[config.mk]
export PLATFORM = sky130hd
export DESIGN_NAME = crc16_packet_framer_unit
export DESIGN_NICKNAME = d
export VERILOG_FILES = /design/src/hdl/crcpf_pkg.sv /design/src/hdl/crcpf_front.sv /design/src/hdl/crcpf_queue.sv /design/src/hdl/crcpf_back.sv /design/src/hdl/crc16_packet_framer_unit.sv
export SDC_FILE = /design/constraint.sdc
export NUM_CORES = 1
export LEC_CHECK = 0
export ABC_AREA = 1
export BUFFER_PORTS_ARGS = -buffer_cell sky130_fd_sc_hd__buf_2
export CAP_MARGIN = 10
export CORE_MARGIN = 2
export CORE_UTILIZATION = 40
export DETAILED_ROUTE_END_ITERATION = 7
export PLACE_DENSITY = 0.54
export SYNTH_ARGS = -nofsm -noshare
export SYNTH_HDL_FRONTEND = slang
export SYNTH_HIERARCHICAL = 1
export SYNTH_SLANG_ARGS = --single-unit
[constraint.sdc]
create_clock -name clock -period 8.6 [get_ports clock]
set_input_delay 1.72 -clock clock [delete_from_list [all_inputs] [get_ports clock]]
set_output_delay 1.72 -clock clock [all_outputs]
set_load 0.01 [all_outputs]
[src/hdl/crcpf_pkg.sv]
// Shared types and constants for the CRC16 packet framer.
`default_nettype none

package crcpf_pkg;

   localparam logic [7:0]  SOF_HI_BYTE   = 8'hAA;
   localparam logic [7:0]  SOF_LO_BYTE   = 8'h55;
   localparam logic [15:0] CRC_POLY      = 16'h1021;
   localparam logic [15:0] CRC_INIT      = 16'hFFFF;
   localparam int          HEADER_BYTES  = 14;
   localparam int          HDR_IDX_W     = $clog2(HEADER_BYTES);
   localparam logic [7:0]  VERSION_RESET = 8'h01;

   // Header byte positions
   localparam logic [HDR_IDX_W-1:0] HDR_SOF_HI  = HDR_IDX_W'(0);
   localparam logic [HDR_IDX_W-1:0] HDR_SOF_LO  = HDR_IDX_W'(1);
   localparam logic [HDR_IDX_W-1:0] HDR_VERSION = HDR_IDX_W'(2);
   localparam logic [HDR_IDX_W-1:0] HDR_TYPE    = HDR_IDX_W'(3);
   localparam logic [HDR_IDX_W-1:0] HDR_LEN0    = HDR_IDX_W'(4);
   localparam logic [HDR_IDX_W-1:0] HDR_LEN1    = HDR_IDX_W'(5);
   localparam logic [HDR_IDX_W-1:0] HDR_SEQ0    = HDR_IDX_W'(6);
   localparam logic [HDR_IDX_W-1:0] HDR_SEQ1    = HDR_IDX_W'(7);
   localparam logic [HDR_IDX_W-1:0] HDR_SEQ2    = HDR_IDX_W'(8);
   localparam logic [HDR_IDX_W-1:0] HDR_SEQ3    = HDR_IDX_W'(9);
   localparam logic [HDR_IDX_W-1:0] HDR_TIM0    = HDR_IDX_W'(10);
   localparam logic [HDR_IDX_W-1:0] HDR_TIM1    = HDR_IDX_W'(11);
   localparam logic [HDR_IDX_W-1:0] HDR_TIM2    = HDR_IDX_W'(12);
   localparam logic [HDR_IDX_W-1:0] HDR_TIM3    = HDR_IDX_W'(13);

   // One classified item as it travels from front to back
   typedef struct packed {
      logic [7:0]  data_byte;
      logic        first;
      logic        last;
      logic [7:0]  version_byte;
      logic [7:0]  pkt_type;
      logic [15:0] pkt_len;
      logic [31:0] seq_number;
      logic [31:0] time_stamp;
   } crcpf_cmd_type;

   typedef enum logic [1:0] {
      PH_HDR,
      PH_DATA,
      PH_CRC_LO,
      PH_CRC_HI
   } crcpf_phase_type;

endpackage

`default_nettype wire

[src/hdl/crcpf_front.sv]
// Front end: accepts items, tracks packet position, builds commands.
`default_nettype none

module crcpf_front
   import crcpf_pkg::*;
(
   input  wire logic          clock,
   input  wire logic          reset,
   input  wire logic          csr_wr_en,
   input  wire logic [7:0]    csr_wr_data,
   input  wire logic          accept,
   input  wire logic [7:0]    data_byte,
   input  wire logic [15:0]   pkt_len,
   input  wire logic [7:0]    pkt_type,
   input  wire logic [31:0]   seq_number,
   input  wire logic [31:0]   time_stamp,
   output crcpf_cmd_type      cmd
);

   logic        in_packet_ff, in_packet_in;
   logic [15:0] bytes_left_ff, bytes_left_in;
   logic [7:0]  version_ff;
   logic [15:0] left_now;
   logic        first_now;
   logic        last_now;

   always_comb begin
      first_now = !in_packet_ff;
      if (first_now) begin
         // zero length closes after one byte
         left_now = (pkt_len == 16'd0) ? 16'd1 : pkt_len;
      end else begin
         left_now = bytes_left_ff;
      end
      last_now      = (left_now == 16'd1);
      bytes_left_in = left_now - 16'd1;
      in_packet_in  = !last_now;
   end

   always_comb begin
      cmd.data_byte    = data_byte;
      cmd.first        = first_now;
      cmd.last         = last_now;
      cmd.version_byte = version_ff;
      cmd.pkt_type     = pkt_type;
      cmd.pkt_len      = pkt_len;
      cmd.seq_number   = seq_number;
      cmd.time_stamp   = time_stamp;
   end

   always_ff @(posedge clock) begin
      if (reset) begin
         in_packet_ff  <= 1'b0;
         bytes_left_ff <= 16'd0;
         version_ff    <= VERSION_RESET;
      end else begin
         if (accept) begin
            in_packet_ff  <= in_packet_in;
            bytes_left_ff <= bytes_left_in;
         end
         if (csr_wr_en) begin
            version_ff <= csr_wr_data;
         end
      end
   end

endmodule

`default_nettype wire

[src/hdl/crcpf_queue.sv]
// Short command queue between front and back.
`default_nettype none

module crcpf_queue
   import crcpf_pkg::*;
#(
   parameter int DEPTH = 2
)
(
   input  wire logic    clock,
   input  wire logic    reset,
   input  wire logic    wr_en,
   input  wire crcpf_cmd_type wr_cmd,
   output logic         full,
   input  wire logic    rd_en,
   output crcpf_cmd_type rd_cmd,
   output logic         empty
);

   localparam int PTR_W = (DEPTH > 1) ? $clog2(DEPTH) : 1;
   localparam int CNT_W = $clog2(DEPTH + 1);
   localparam logic [PTR_W-1:0] LAST_PTR = PTR_W'(DEPTH - 1);

   crcpf_cmd_type    mem_ff [DEPTH];
   logic [PTR_W-1:0] wr_ptr_ff, wr_ptr_in;
   logic [PTR_W-1:0] rd_ptr_ff, rd_ptr_in;
   logic [CNT_W-1:0] count_ff, count_in;
   logic             do_wr;
   logic             do_rd;

   assign full   = (count_ff == CNT_W'(DEPTH));
   assign empty  = (count_ff == '0);
   assign do_wr  = wr_en && !full;
   assign do_rd  = rd_en && !empty;
   assign rd_cmd = mem_ff[rd_ptr_ff];

   always_comb begin
      wr_ptr_in = wr_ptr_ff;
      rd_ptr_in = rd_ptr_ff;
      count_in  = count_ff;
      if (do_wr) begin
         wr_ptr_in = (wr_ptr_ff == LAST_PTR) ? '0 : wr_ptr_ff + PTR_W'(1);
      end
      if (do_rd) begin
         rd_ptr_in = (rd_ptr_ff == LAST_PTR) ? '0 : rd_ptr_ff + PTR_W'(1);
      end
      if (do_wr && !do_rd) begin
         count_in = count_ff + CNT_W'(1);
      end else if (do_rd && !do_wr) begin
         count_in = count_ff - CNT_W'(1);
      end
   end

   always_ff @(posedge clock) begin
      if (do_wr) begin
         mem_ff[wr_ptr_ff] <= wr_cmd;
      end
   end

   always_ff @(posedge clock) begin
      if (reset) begin
         wr_ptr_ff <= '0;
         rd_ptr_ff <= '0;
         count_ff  <= '0;
      end else begin
         wr_ptr_ff <= wr_ptr_in;
         rd_ptr_ff <= rd_ptr_in;
         count_ff  <= count_in;
      end
   end

endmodule

`default_nettype wire

[src/hdl/crcpf_back.sv]
// Back end: byte sequencer, running CRC and output register.
`default_nettype none

module crcpf_back
   import crcpf_pkg::*;
(
   input  wire logic    clock,
   input  wire logic    reset,
   input  wire crcpf_cmd_type cmd,
   input  wire logic    cmd_empty,
   output logic         cmd_pop,
   output logic         empty,
   input  wire logic    pop,
   output logic [7:0]   out_byte,
   output logic         end_of_run,
   output logic         end_of_frame
);

   function automatic logic [15:0] crc_feed(input logic [15:0] c, input logic [7:0] b);
      logic [15:0] r;
      r = c ^ {b, 8'h00};
      for (int i = 0; i < 8; i++) begin
         r = r[15] ? ((r << 1) ^ CRC_POLY) : (r << 1);
      end
      return r;
   endfunction

   crcpf_phase_type      phase_ff, phase_in, cur_phase;
   logic                 mid_ff, mid_in;
   logic [HDR_IDX_W-1:0] idx_ff, idx_in, cur_idx;
   logic [15:0]          crc_ff;
   logic                 fire;
   logic                 done;
   logic [7:0]           byte_sel;
   logic [7:0]           hdr_byte;

   logic                 out_valid_ff;
   logic [7:0]           out_byte_ff;
   logic                 out_eor_ff;
   logic                 out_eof_ff;

   // Position within the head command; a fresh command starts at header or data
   always_comb begin
      if (mid_ff) begin
         cur_phase = phase_ff;
         cur_idx   = idx_ff;
      end else begin
         cur_phase = cmd.first ? PH_HDR : PH_DATA;
         cur_idx   = '0;
      end
   end

   assign fire = !cmd_empty && (!out_valid_ff || pop);

   always_comb begin
      unique case (cur_idx)
         HDR_SOF_HI:  hdr_byte = SOF_HI_BYTE;
         HDR_SOF_LO:  hdr_byte = SOF_LO_BYTE;
         HDR_VERSION: hdr_byte = cmd.version_byte;
         HDR_TYPE:    hdr_byte = cmd.pkt_type;
         HDR_LEN0:    hdr_byte = cmd.pkt_len[7:0];
         HDR_LEN1:    hdr_byte = cmd.pkt_len[15:8];
         HDR_SEQ0:    hdr_byte = cmd.seq_number[7:0];
         HDR_SEQ1:    hdr_byte = cmd.seq_number[15:8];
         HDR_SEQ2:    hdr_byte = cmd.seq_number[23:16];
         HDR_SEQ3:    hdr_byte = cmd.seq_number[31:24];
         HDR_TIM0:    hdr_byte = cmd.time_stamp[7:0];
         HDR_TIM1:    hdr_byte = cmd.time_stamp[15:8];
         HDR_TIM2:    hdr_byte = cmd.time_stamp[23:16];
         HDR_TIM3:    hdr_byte = cmd.time_stamp[31:24];
         default:     hdr_byte = 8'h00;
      endcase
   end

   // Output decode
   always_comb begin
      done     = 1'b0;
      byte_sel = 8'h00;
      unique case (cur_phase)
         PH_HDR:    byte_sel = hdr_byte;
         PH_DATA: begin
            byte_sel = cmd.data_byte;
            done     = !cmd.last;
         end
         PH_CRC_LO: byte_sel = crc_ff[7:0];
         PH_CRC_HI: begin
            byte_sel = crc_ff[15:8];
            done     = 1'b1;
         end
         default:   byte_sel = 8'h00;
      endcase
   end

   assign cmd_pop = fire && done;

   // Next state
   always_comb begin
      mid_in   = mid_ff;
      phase_in = phase_ff;
      idx_in   = idx_ff;
      if (fire) begin
         mid_in = !done;
         idx_in = cur_idx + HDR_IDX_W'(1);
         unique case (cur_phase)
            PH_HDR:    phase_in = (cur_idx == HDR_TIM3) ? PH_DATA : PH_HDR;
            PH_DATA:   phase_in = PH_CRC_LO;
            PH_CRC_LO: phase_in = PH_CRC_HI;
            PH_CRC_HI: phase_in = PH_HDR;
            default:   phase_in = PH_HDR;
         endcase
      end
   end

   always_ff @(posedge clock) begin
      if (reset) begin
         mid_ff   <= 1'b0;
         phase_ff <= PH_HDR;
         idx_ff   <= '0;
         crc_ff   <= CRC_INIT;
      end else begin
         mid_ff   <= mid_in;
         phase_ff <= phase_in;
         idx_ff   <= idx_in;
         if (fire) begin
            priority if (cur_phase == PH_HDR && cur_idx == HDR_SOF_HI) begin
               crc_ff <= CRC_INIT;
            end else if (cur_phase == PH_HDR && cur_idx == HDR_SOF_LO) begin
               crc_ff <= crc_ff;
            end else if (cur_phase == PH_HDR || cur_phase == PH_DATA) begin
               crc_ff <= crc_feed(crc_ff, byte_sel);
            end else if (cur_phase == PH_CRC_HI) begin
               crc_ff <= CRC_INIT;
            end else begin
               // low CRC byte leaves the sum as is
               crc_ff <= crc_ff;
            end
         end
      end
   end

   // Output register
   always_ff @(posedge clock) begin
      if (reset) begin
         out_valid_ff <= 1'b0;
      end else if (fire) begin
         out_valid_ff <= 1'b1;
      end else if (pop) begin
         out_valid_ff <= 1'b0;
      end
   end

   always_ff @(posedge clock) begin
      if (fire) begin
         out_byte_ff <= byte_sel;
         out_eor_ff  <= done;
         out_eof_ff  <= (cur_phase == PH_CRC_HI);
      end
   end

   assign empty        = !out_valid_ff;
   assign out_byte     = out_byte_ff;
   assign end_of_run   = out_eor_ff;
   assign end_of_frame = out_eof_ff;

endmodule

`default_nettype wire

[src/hdl/crc16_packet_framer_unit.sv]
// Top level of the CRC16 packet framer.
// Path: an accepted item enters the command queue; the back end then registers its first result.
// Throughput: the byte sequencer sends one result per cycle while results are popped. A middle
// payload item gives its data byte; the first adds the header, the last adds the two CRC bytes.
// Input accepts back to back while the command queue (QUEUE_DEPTH entries) has room.
// Reset: synchronous, active high; clears queue, packet tracking and output, version to 1.
`default_nettype none

module crc16_packet_framer_unit
   import crcpf_pkg::*;
#(
   parameter int QUEUE_DEPTH = 2
)
(
   input  wire logic        clock,
   input  wire logic        reset,
   // configuration
   input  wire logic        csr_wr_en,
   input  wire logic [7:0]  csr_wr_data,
   // input items
   input  wire logic        push,
   output logic             full,
   input  wire logic [7:0]  req_data_byte,
   input  wire logic [15:0] req_pkt_len,
   input  wire logic [7:0]  req_pkt_type,
   input  wire logic [31:0] req_seq_number,
   input  wire logic [31:0] req_time_stamp,
   // result items
   output logic             empty,
   input  wire logic        pop,
   output logic [7:0]       rsp_out_byte,
   output logic             rsp_end_of_run,
   output logic             rsp_end_of_frame
);

   crcpf_cmd_type front_cmd;
   crcpf_cmd_type head_cmd;
   logic          q_full;
   logic          q_empty;
   logic          q_pop;
   logic          accept;

   assign full   = q_full;
   assign accept = push && !q_full;

   // Front: classifies each item (first / last of packet) and attaches the header fields and version
   crcpf_front u_front (
      .clock       (clock),
      .reset       (reset),
      .csr_wr_en   (csr_wr_en),
      .csr_wr_data (csr_wr_data),
      .accept      (accept),
      .data_byte   (req_data_byte),
      .pkt_len     (req_pkt_len),
      .pkt_type    (req_pkt_type),
      .seq_number  (req_seq_number),
      .time_stamp  (req_time_stamp),
      .cmd         (front_cmd)
   );

   // Decouples front from the multi-byte header/CRC bursts of the back end
   crcpf_queue #(
      .DEPTH (QUEUE_DEPTH)
   ) u_queue (
      .clock  (clock),
      .reset  (reset),
      .wr_en  (accept),
      .wr_cmd (front_cmd),
      .full   (q_full),
      .rd_en  (q_pop),
      .rd_cmd (head_cmd),
      .empty  (q_empty)
   );

   // Back: walks header, payload byte and CRC, one byte per cycle while results are popped
   crcpf_back u_back (
      .clock        (clock),
      .reset        (reset),
      .cmd          (head_cmd),
      .cmd_empty    (q_empty),
      .cmd_pop      (q_pop),
      .empty        (empty),
      .pop          (pop),
      .out_byte     (rsp_out_byte),
      .end_of_run   (rsp_end_of_run),
      .end_of_frame (rsp_end_of_frame)
   );

endmodule

`default_nettype wire

# [After elaboration in Yosys (flattened, before gate mapping)]
# Memory sizes are Yosys's and may differ from the RTL's. A register that Yosys moved wholly into a read port is not among the register bits.
# Index checks and enable logic that the tools add are counted.
[totals] wordCells=109 in_bits=109 reg_bits=63 output_inout_bits=12 ramBits=212 memories=1
[classes] n_bitwise=9 reduce_logical=28 n_eq_ne=19 n_mux=32 n_addsub=6
[memory_table] name="u_queue.mem_ff" words=2 word_bits=106 read_ports=1 rd_clocked_by_memory_dff=1 write_ports=1 line_no="crcpf_queue.sv:24" source="crcpf_cmd_type mem_ff [DEPTH];"
[op_table] cell="case mux 8 bit (14 select lines)" n=1
[op_table] cell="2-to-1 mux 13 bit" n=8
[op_table] cell="2-to-1 mux 16 bit" n=6
[op_table] cell="case mux 8 bit (4 select lines)" n=1
[op_table] cell="== test 4 bit (second input constant)" n=6
[op_table] cell="NOT 3 bit" n=8
[op_table] cell="== test 16 x 1 -> 1 bit (second input constant)" n=1
[op_table] cell="== test 4 x 3 -> 1 bit (second input constant)" n=4
[op_table] cell="logical NOT 16 bit" n=1
[op_table] cell="subtractor 16 x 1 -> 16 bit (second input constant)" n=1
[op_table] cell="XOR 16 bit" n=1
[op_table] cell="2-to-1 mux 1 bit" n=10
[op_table] cell="logical AND 1 bit" n=9
[op_table] cell="logical NOT 1 bit" n=9
[op_table] cell="== test 4 x 2 -> 1 bit (second input constant)" n=2
[op_table] cell="case mux 2 bit (4 select lines)" n=1
[op_table] cell="== test 2 bit (second input constant)" n=3
[op_table] cell="2-to-1 mux 2 bit" n=3
[op_table] cell="adder 4 x 1 -> 4 bit (second input constant)" n=1
[op_table] cell="== test 4 x 1 -> 1 bit (second input constant)" n=1
[op_table] cell="logical NOT 2 bit" n=2
[op_table] cell="logical NOT 4 bit" n=1
[op_table] cell="2-to-1 mux 4 bit" n=1
[op_table] cell="nonzero test 2 bit" n=2
[op_table] cell="other kinds (9)" n=11

# [Longest topological paths before layout]
# Gate-level depths: netlist of run 1.
[depth] ltp_word=24 depth_mapped=20 ltp_nobuf=19

# [Hierarchy]
# The synthesis of run 1 kept the hierarchy.
[by_module_without_submodules] mod="crcpf_queue" cells_each=367 instances=1 area_per_inst_um2=8050.2 seq_area_each_um2=6466.2
[by_module_without_submodules] mod="crcpf_back" cells_each=518 instances=1 area_per_inst_um2=3059.2 seq_area_each_um2=780.7
[by_module_without_submodules] mod="crcpf_front" cells_each=364 instances=1 area_per_inst_um2=2392.3 seq_area_each_um2=500.5
[by_module_without_submodules] mod="crc16_packet_framer_unit" cells_each=2 instances=1 area_per_inst_um2=10.0 seq_area_each_um2=0.0

# [Worst setup path before layout of run 1]
# Ideal clock, no wire load.
[synth_path] path_type="input port to flip-flop" start="input push" end="memory u_queue/mem_ff[0][0] (netlist name), enable pin" required_time_ps=8028 cell_stages=4 arrival_time_ps=6404 slack_ps=1623 path_buffers=0 setup_ps=572 cell_sequence="inv_1 > nor2_2 > o21ai_0 > nor2_1"
[synth_between] elab_chain_cells=4
[synth_rtl] item="from (decl)" line_no="crc16_packet_framer_unit.sv:21" source="input wire logic push,"
[synth_rtl] item="logical AND 1 bit" line_no="crc16_packet_framer_unit.sv:44" source="assign accept = push && !q_full;"
[synth_rtl] item="via accept" line_no="crc16_packet_framer_unit.sv:41" source="logic accept;"
[synth_rtl] item="logical AND 1 bit" line_no="crcpf_queue.sv:33" source="assign do_wr = wr_en && !full;"
[synth_rtl] item="2-to-1 mux 1 bit" line_no="crcpf_queue.sv:55" source="if (do_wr) begin"
[synth_rtl] item="2-to-1 mux 1 bit (not written as such)" line_no="crcpf_queue.sv:56" source="mem_ff[wr_ptr_ff] <= wr_cmd;"
[synth_rtl] item="to (decl)" line_no="crcpf_queue.sv:24"
# The timed path passes the listed nets, and every way through them passes these cells.

# [Worst setup path in the final report of run 1]
[layout_path] start="input pop" end="register u_back.crc_ff[11]"
[layout_between] elab_chain_cells=3
[layout_rtl] item="from (decl)" line_no="crc16_packet_framer_unit.sv:30" source="input wire logic pop,"
[layout_rtl] item="logical OR 1 bit" line_no="crcpf_back.sv:53" source="assign fire = !cmd_empty && (!out_valid_ff || pop);"
[layout_rtl] item="logical AND 1 bit" line_no="crcpf_back.sv:53"
[layout_rtl] item="AND reduction 3 bit (no line)"
[layout_rtl] item="to (signal assigned)" line_no="crcpf_back.sv:128" source="crc_ff <= crc_ff;"
[layout_rtl] item="to (signal assigned)" line_no="crcpf_back.sv:130" source="crc_ff <= crc_feed(crc_ff, byte_sel);"
[layout_rtl] item="to (signal assigned)" line_no="crcpf_back.sv:135" source="crc_ff <= crc_ff;"
[layout_rtl] item="to (decl)" line_no="crcpf_back.sv:31" source="logic [15:0] crc_ff;"
# Every way passes these cells.
# A chain may end at the register's enable or synchronous reset.

==> metrics.txt, run 1 <==
type of the worst min-delay path=flip-flop to flip-flop; crit-path max cell delay=0.92 ns; vias in the first global route=8360; num ports=121; largest net degree at the start of global routing=63; gr usage total=0.175; DRC violations left=0; CP dominant cell by count=inv_1; Post-Syn Instances=1251; CP top delay family=simple AND/OR/NAND/NOR gates; final max-slew violation count=0; CTS tree=done; Slowest-stage cell, CP=nor3_2; count of maximum capacitance violations=0; WP buf/inv=4; worst slack, placed=3.49 ns; grt total ovfl=0; Post-layout nets=1398; Leakage=5.87 nW; clk sinks=276; final setup fails=0; Num CTS Buffers=31; DR vias/cell=5.00; RSZ-0062 raised after global routing=false; met3 Use GR=0.0232; M1 GR Usage=0.241; post-DP HPWL=21.9 mm; Final Wtd Congestion=0.852; Worst Setup Start Kind=input pin; Initial DRT Pass Iterations=5; P&R area growth vs syn=9.45%; Bufs on Longest Clock Path=3; Post-CTS Resized=0; Max VDD drop=0.179 mV; Hold-fix buffers, CTS=0; syn avg cell area=10.8 µm²; total negative slack=0 ns; Seq cells post-synth=276; CP required=9.05 ns; IO buf count=120; num rows=67; sequential share of the synthesized area=0.573; Post-Syn Area=0.0135 mm²; Warnings, synthesis=6; Initial Utilization=0.405; Worst Setup End Kind=flip-flop; Fill cells=3129; floorplan core area=0.0334 mm²; Fmax=222 MHz; post-route ant nets=0; Total Wirelength=31.1 mm; busiest grt layer=met2; met2 Use GR=0.296; Worst Path Max Fanout=20; Inserted Diodes=0; WL/cell=17.8 µm; Mapped Nets=1373; multi-input logic area=0.00450 mm²; initial antenna violation count=0; layout cells sized above 1=0.254; first-pass GRT wire length=47.8 mm; minimum clock period=4.51 ns; Slew headroom=0.246; final hold vios=0; register area=0.00775 mm²; Worst Tran Pin Value=1.13 ns; setup ws final=4.09 ns; Root Driver=clkbuf_16; die area=0.0353 mm²; Pwr Total=0.00392 W; Die Ht=188 µm; final worst path period share=0.525; Post-CTS Setup Repair Bufs=0; clock skew=0.0160 ns; H-tree Lvls=1; power density cells=265 mW/mm²; run status=complete, no violations; Clock Pin Slew Worst Setup and Hold Paths=0.06 ns; Die W=188 µm; critical path type=input pin to flip-flop; First DRT Iteration DRCs=683; Vias=8747; Unique masters post-synth=37; Worst-Skew Late Latency=0.57 ns; critical path, cell by cell=buf_2 > inv_1 > a21oi_2 > inv_1 > nor3_2 > inv_1 > nor2_1 > nand2_1 > o22ai_1 > nand2_1; Worst EP arrival=4.97 ns
cells in the final DEF, fill, tap and decap left out, types with 7 or more instances in the layout:
master and count:
ha_1 13, nand4_1 25, o21ai_1 7, nand2_1 264, inv_1 76, buf_2 120, mux2_2 66, nor2_4 7
nand2_2 17, nor2_1 97, a21oi_1 30, clkbuf_16 31, nor2_2 8, o21ai_0 34, nand3_1 107, dfxtp_1 53
edfxtp_1 222, mux2_4 40, clkinv_1 11
per-layer routing:
| metal | share of wire | wire length, µm | up-vias |
|---|---|---|---|
| met2 | 0.49 | 15200 | 221 |
| li1 | - | - | 4259 |
| met4 | 0.018 | 550 | 0 |
| met3 | 0.046 | 1440 | 42 |
| met5 | 0 | 0 | - |
| met1 | 0.45 | 13900 | 4225 |
metrics by stage:
stage                     hold WS (ns)  cell area, µm²  std cells  utilization
final                            0.473           14800       1749        0.443
after detailed placement         0.466           13800       1691        0.413
after global routing             0.494           14800       1749        0.443
after CTS                        0.482           14800       1749        0.443
after floorplan                  0.420           13500       1251            -
after global placement           0.465           13800       1691        0.413
cells in the mapped netlist (all sizes together):
library cell,count,share of area
dfxtp,54,0.080
o221ai,4,0.0026
a211oi,1,0.00056
a21oi,31,0.011
o21ai,41,0.015
nor2,112,0.035
buf,121,0.068
nand3b,3,0.0017
clkbuf,13,0.0036
nand2,287,0.086
edfxtp,222,0.49
inv,79,0.022
clkinv,4,0.0011
mux2,106,0.099
and2,1,0.00046
nor3,10,0.0056
nand4,26,0.013
nand3,108,0.040
o22ai,3,0.0014
xnor2,3,0.0019
ha,13,0.012
o211ai,4,0.0022
a31oi,5,0.0023
area by class of cell:
cell class,count,area share
clock buffers,32,0.0527
clock inverters,26,0.0161
inverters,83,0.0214
multi-input cells,758,0.304
flip-flops and latches,276,0.524
well taps,448,0.0379
repair buffers,126,0.0437
cell families after synthesis:
group                    after synthesis  synth area share
multiplexers                         106            0.0995
buffers and inverters                217            0.0952
AND/OR/NAND/NOR                      547             0.182
adder cells (fa/ha/maj)               13            0.0120
XOR/XNOR                               3           0.00194
flip-flops                           276             0.573
AO/OA/AOI/OAI                         89            0.0357
report_power, final:
part           switching, W  total (W)  internal, W  leakage (nW)
Clock              0.000546    0.00130     0.000753         0.481
Combinational      0.000575   0.000868     0.000292          2.87
Sequential        0.0000794    0.00175      0.00167          2.52
path summary, 6_finish.rpt:
kind	end	start	slack (ns)	cells past startpoint
worst max-delay path	u_back/crc_ff[11]	pop	4.09	10
worst min-delay path	u_queue/mem_ff[1][95]	u_front/version_ff[7]	0.47	0
worst max register to register	u_back/crc_ff[11]	flip-flop	4.39	12
worst min register to register	u_queue/mem_ff[1][95]	u_front/version_ff[7]	0.47	0
registers in the layout, indices dropped and copies added (netlist names), named ones only:
signal,cells
u_back/crc_ff,16
u_front/in_packet_ff,1
u_back/mid_ff,1
u_queue/mem_ff,212
u_front/bytes_left_ff,16
u_back/end_of_run,1
u_queue/count_ff,2
u_back/idx_ff,4
u_back/phase_ff,2
u_queue/rd_ptr_ff,1
u_back/out_valid_ff,1
u_back/end_of_frame,1
u_back/out_byte,8
u_front/version_ff,8
u_queue/wr_ptr_ff,1
No activity file was read; power rests on OpenSTA's default activity.
==> inputs of run 2 (changes only) <==
- ABC_AREA: 1 -> 0
- PLACE_DENSITY: 0.54 -> 0.57
- clock period: 8.6 -> 3.7 ns (I/O delays scaled with it)
==> metrics.txt, run 2 <==
Post-CTS Setup Repair Bufs=0 (unchanged); Slew headroom=0.580 (was 0.246); Warnings, synthesis=6 (unchanged); Root Driver=clkbuf_16 (unchanged); Post-layout nets=1196 (was 1398); Hold-fix buffers, CTS=0 (unchanged); most frequent cells in the layout=edfxtp_1, buf_2, mux2_2 (was nand2_1, edfxtp_1, buf_2); multi-input logic area=0.00457 mm² (was 0.00450 mm²); Num CTS Buffers=31 (unchanged); Die W=187 µm (was 188 µm); Post-CTS Resized=0 (unchanged); total negative slack=0 ns (unchanged); Post-Syn Instances=1019 (was 1251); Async SR Flop Fraction=0 (unchanged); Mapped Nets=1141 (was 1373); sequential share of the synthesized area=0.576 (was 0.573); Worst Setup End Kind=flip-flop (unchanged); most common cell after layout, fill and taps aside=edfxtp_1 (was nand2_1); gr usage total=0.180 (was 0.175); Post-Syn Area=0.0134 mm² (was 0.0135 mm²); WL/cell=20.7 µm (was 17.8 µm); ranking of synthesized cells by area=edfxtp_1, dfxtp_1, mux2_2 (was edfxtp_1, dfxtp_1, nand2_1); Post-synth top cells=edfxtp_1, buf_4, mux2_2 (was nand2_1, edfxtp_1, nand3_1); Vias=8298 (was 8747); H-tree Lvls=1 (unchanged); largest net degree at the start of global routing=61 (was 63); post-DP HPWL=22.8 mm (was 21.9 mm); floorplan core area=0.0333 mm² (was 0.0334 mm²); Unique masters post-synth=89 (was 37); clk sinks=276 (unchanged); max FFs per register=212 (unchanged); num ports=121 (unchanged); register area=0.00775 mm² (unchanged); Worst Tran Pin Value=0.629 ns (was 1.13 ns); EDFF count, synth=222 (unchanged); final instance area=0.0151 mm² (was 0.0148 mm²); syn avg cell area=13.2 µm² (was 10.8 µm²); critical path type=flip-flop to flip-flop (was input pin to flip-flop); DR vias/cell=5.36 (was 5.00); Initial Utilization=0.404 (was 0.405); final worst path period share=0.902; Placed Cells=1489 (was 1691); Worst Path Max Fanout=11 (was 20); CTS tree=done (unchanged); Initial DRT Pass Iterations=7 (was 5); post-route ant nets=0 (unchanged); Worst Setup Start Kind=flip-flop (was input pin); Bufs on Longest Clock Path=3 (unchanged); IO buf count=120 (unchanged); vias in the first global route=8188 (was 8360); Worst EP arrival=3.75 ns (was 4.97 ns); first-pass GRT wire length=48.6 mm (was 47.8 mm); count of maximum capacitance violations=0 (unchanged); Fmax=300 MHz; final hold vios=0 (unchanged); RSZ-0062 raised after global routing=false (unchanged); final max-slew violation count=0 (unchanged); DRC violations left=0 (unchanged); Max VDD drop=0.403 mV (was 0.179 mV); final setup fails=0 (unchanged); num rows=67 (unchanged); count leader, synth=edfxtp_1 (was nand2_1); CP required=4.11 ns (was 9.05 ns); Fill cells=3020 (was 3129); biggest regs=u_queue/mem_ff: 212 flops, u_back/crc_ff: 16 flops, u_front/bytes_left_ff: 16 flops (unchanged); DP Area=0.0141 mm² (was 0.0138 mm²); clock skew=0.0211 ns (was 0.0160 ns); First DRT Iteration DRCs=739 (was 683); Total Wirelength=32.0 mm (was 31.1 mm); Synth area leader=edfxtp_1 (unchanged); run status=complete, no violations (unchanged); Die Ht=187 µm (was 188 µm); Inserted Diodes=0 (unchanged); minimum clock period=3.34 ns; Final Instance Count excl. Fillers=1547 (was 1749); Worst-Skew Late Latency=0.57 ns (about the same); die area=0.0351 mm² (was 0.0353 mm²); power density cells=746 mW/mm² (was 265 mW/mm²); grt total ovfl=0 (unchanged); type of the worst min-delay path=input pin to flip-flop (was flip-flop to flip-flop); P&R area growth vs syn=12.5% (was 9.45%); Final Wtd Congestion=0.908 (was 0.852); initial antenna violation count=1 (was 0); Seq cells post-synth=276 (unchanged); layout cells sized above 1=0.323 (was 0.254); Top FF cell, synth=edfxtp_1 (unchanged); post-synth top area share=0.496 (was 0.493); hold_ws=0.369 ns (was 0.473 ns); Clock Pin Slew Worst Setup and Hold Paths=0.06 ns (about the same); Most flops, register=u_queue/mem_ff (unchanged); Leakage=5.48 nW (was 5.87 nW)
-- run 2: cell count changes after synthesis, moves of 16 or more --
cell / before / now
nand2_2: 17 / 0
nor2_1: 99 / 52
nand4_1: 25 / 2
inv_1: 76 / 31
mux2i_1: 0 / 25
nand2_1: 264 / 41
nand3_1: 107 / 12
a22oi_1: 0 / 16
o21ai_0: 34 / 13
-- run 2: cell type report --
class                      instances  area share
clock buffer                      44      0.0606
timing repair buffer             171      0.0700
sequential                       276       0.513
tap                              448      0.0371
clock inverter                    14     0.00918
inverter                          32     0.00819
multi-input combinational        562       0.302
-- run 2: metrics by stage --
step / setup WS [ns] / util / total power, W
after floorplan: 0.168 / - / 0.00709
after global placement: 0.286 / 0.423 / 0.00823
after detailed placement: 0.161 / 0.423 / 0.00825
after global routing: 0.156 / 0.454 / 0.0119
after CTS: 0.407 / 0.454 / 0.0114
final: 0.364 / 0.454 / 0.0113
-- run 2: critical path, cell delays in order, from the launching register on --
cell      delay [ns]
dfxtp_1         0.44
and2_1          0.24
inv_1           0.08
ha_1            0.38
buf_4           0.24
a222oi_1        0.47
o221ai_1        0.26
o31ai_2         0.26
buf_4           0.20
xor2_2          0.18
xnor2_1         0.20
xor2_1          0.18
a21oi_1         0.08
-- run 2: final timing paths --
check / from / endpoint / slack, ns / cells past startpoint
setup / recovery: u_back/mid_ff / u_back/crc_ff[7] / 0.36 / 12
hold / removal: req_time_stamp[20] / u_queue/mem_ff[1][20] / 0.37 / 1
setup reg to reg: u_back/mid_ff / u_back/crc_ff[7] / 0.36 / 12
hold reg to reg: u_back/phase_ff[1] / u_back/phase_ff[1] / 0.46 / 2
-- run 2: cells by family (layout without fill, tap and decap cells) --
logic type / Yosys count / count (layout) / share of synthesized area
DFF: 276 / 276 / 0.576
buffers and inverters: 181 / 261 / 0.0838
and+or+nand+nor: 199 / 199 / 0.0774
muxes: 137 / 137 / 0.124
adders and majority gates: 13 / 13 / 0.0121
xor gates and xnor gates: 29 / 29 / 0.0236
AOI/OAI and AO/OA: 184 / 184 / 0.103
-- run 2: per-layer routing --
metal / wire length [µm] / track usage / vias to the layer above
li1: - / - / 3880
met1: 14400 / 0.248 / 4086
met2: 15000 / 0.290 / 276
met3: 1750 / 0.0304 / 54
met4: 875 / 0.0571 / 2
met5: 7 / 0 / -
-- run 2: report_power, final --
part	total (W)	internal, W	switching [W]
Sequential	0.00457	0.00427	0.000291
Clock	0.00308	0.00186	0.00122
Combinational	0.00363	0.00158	0.00205
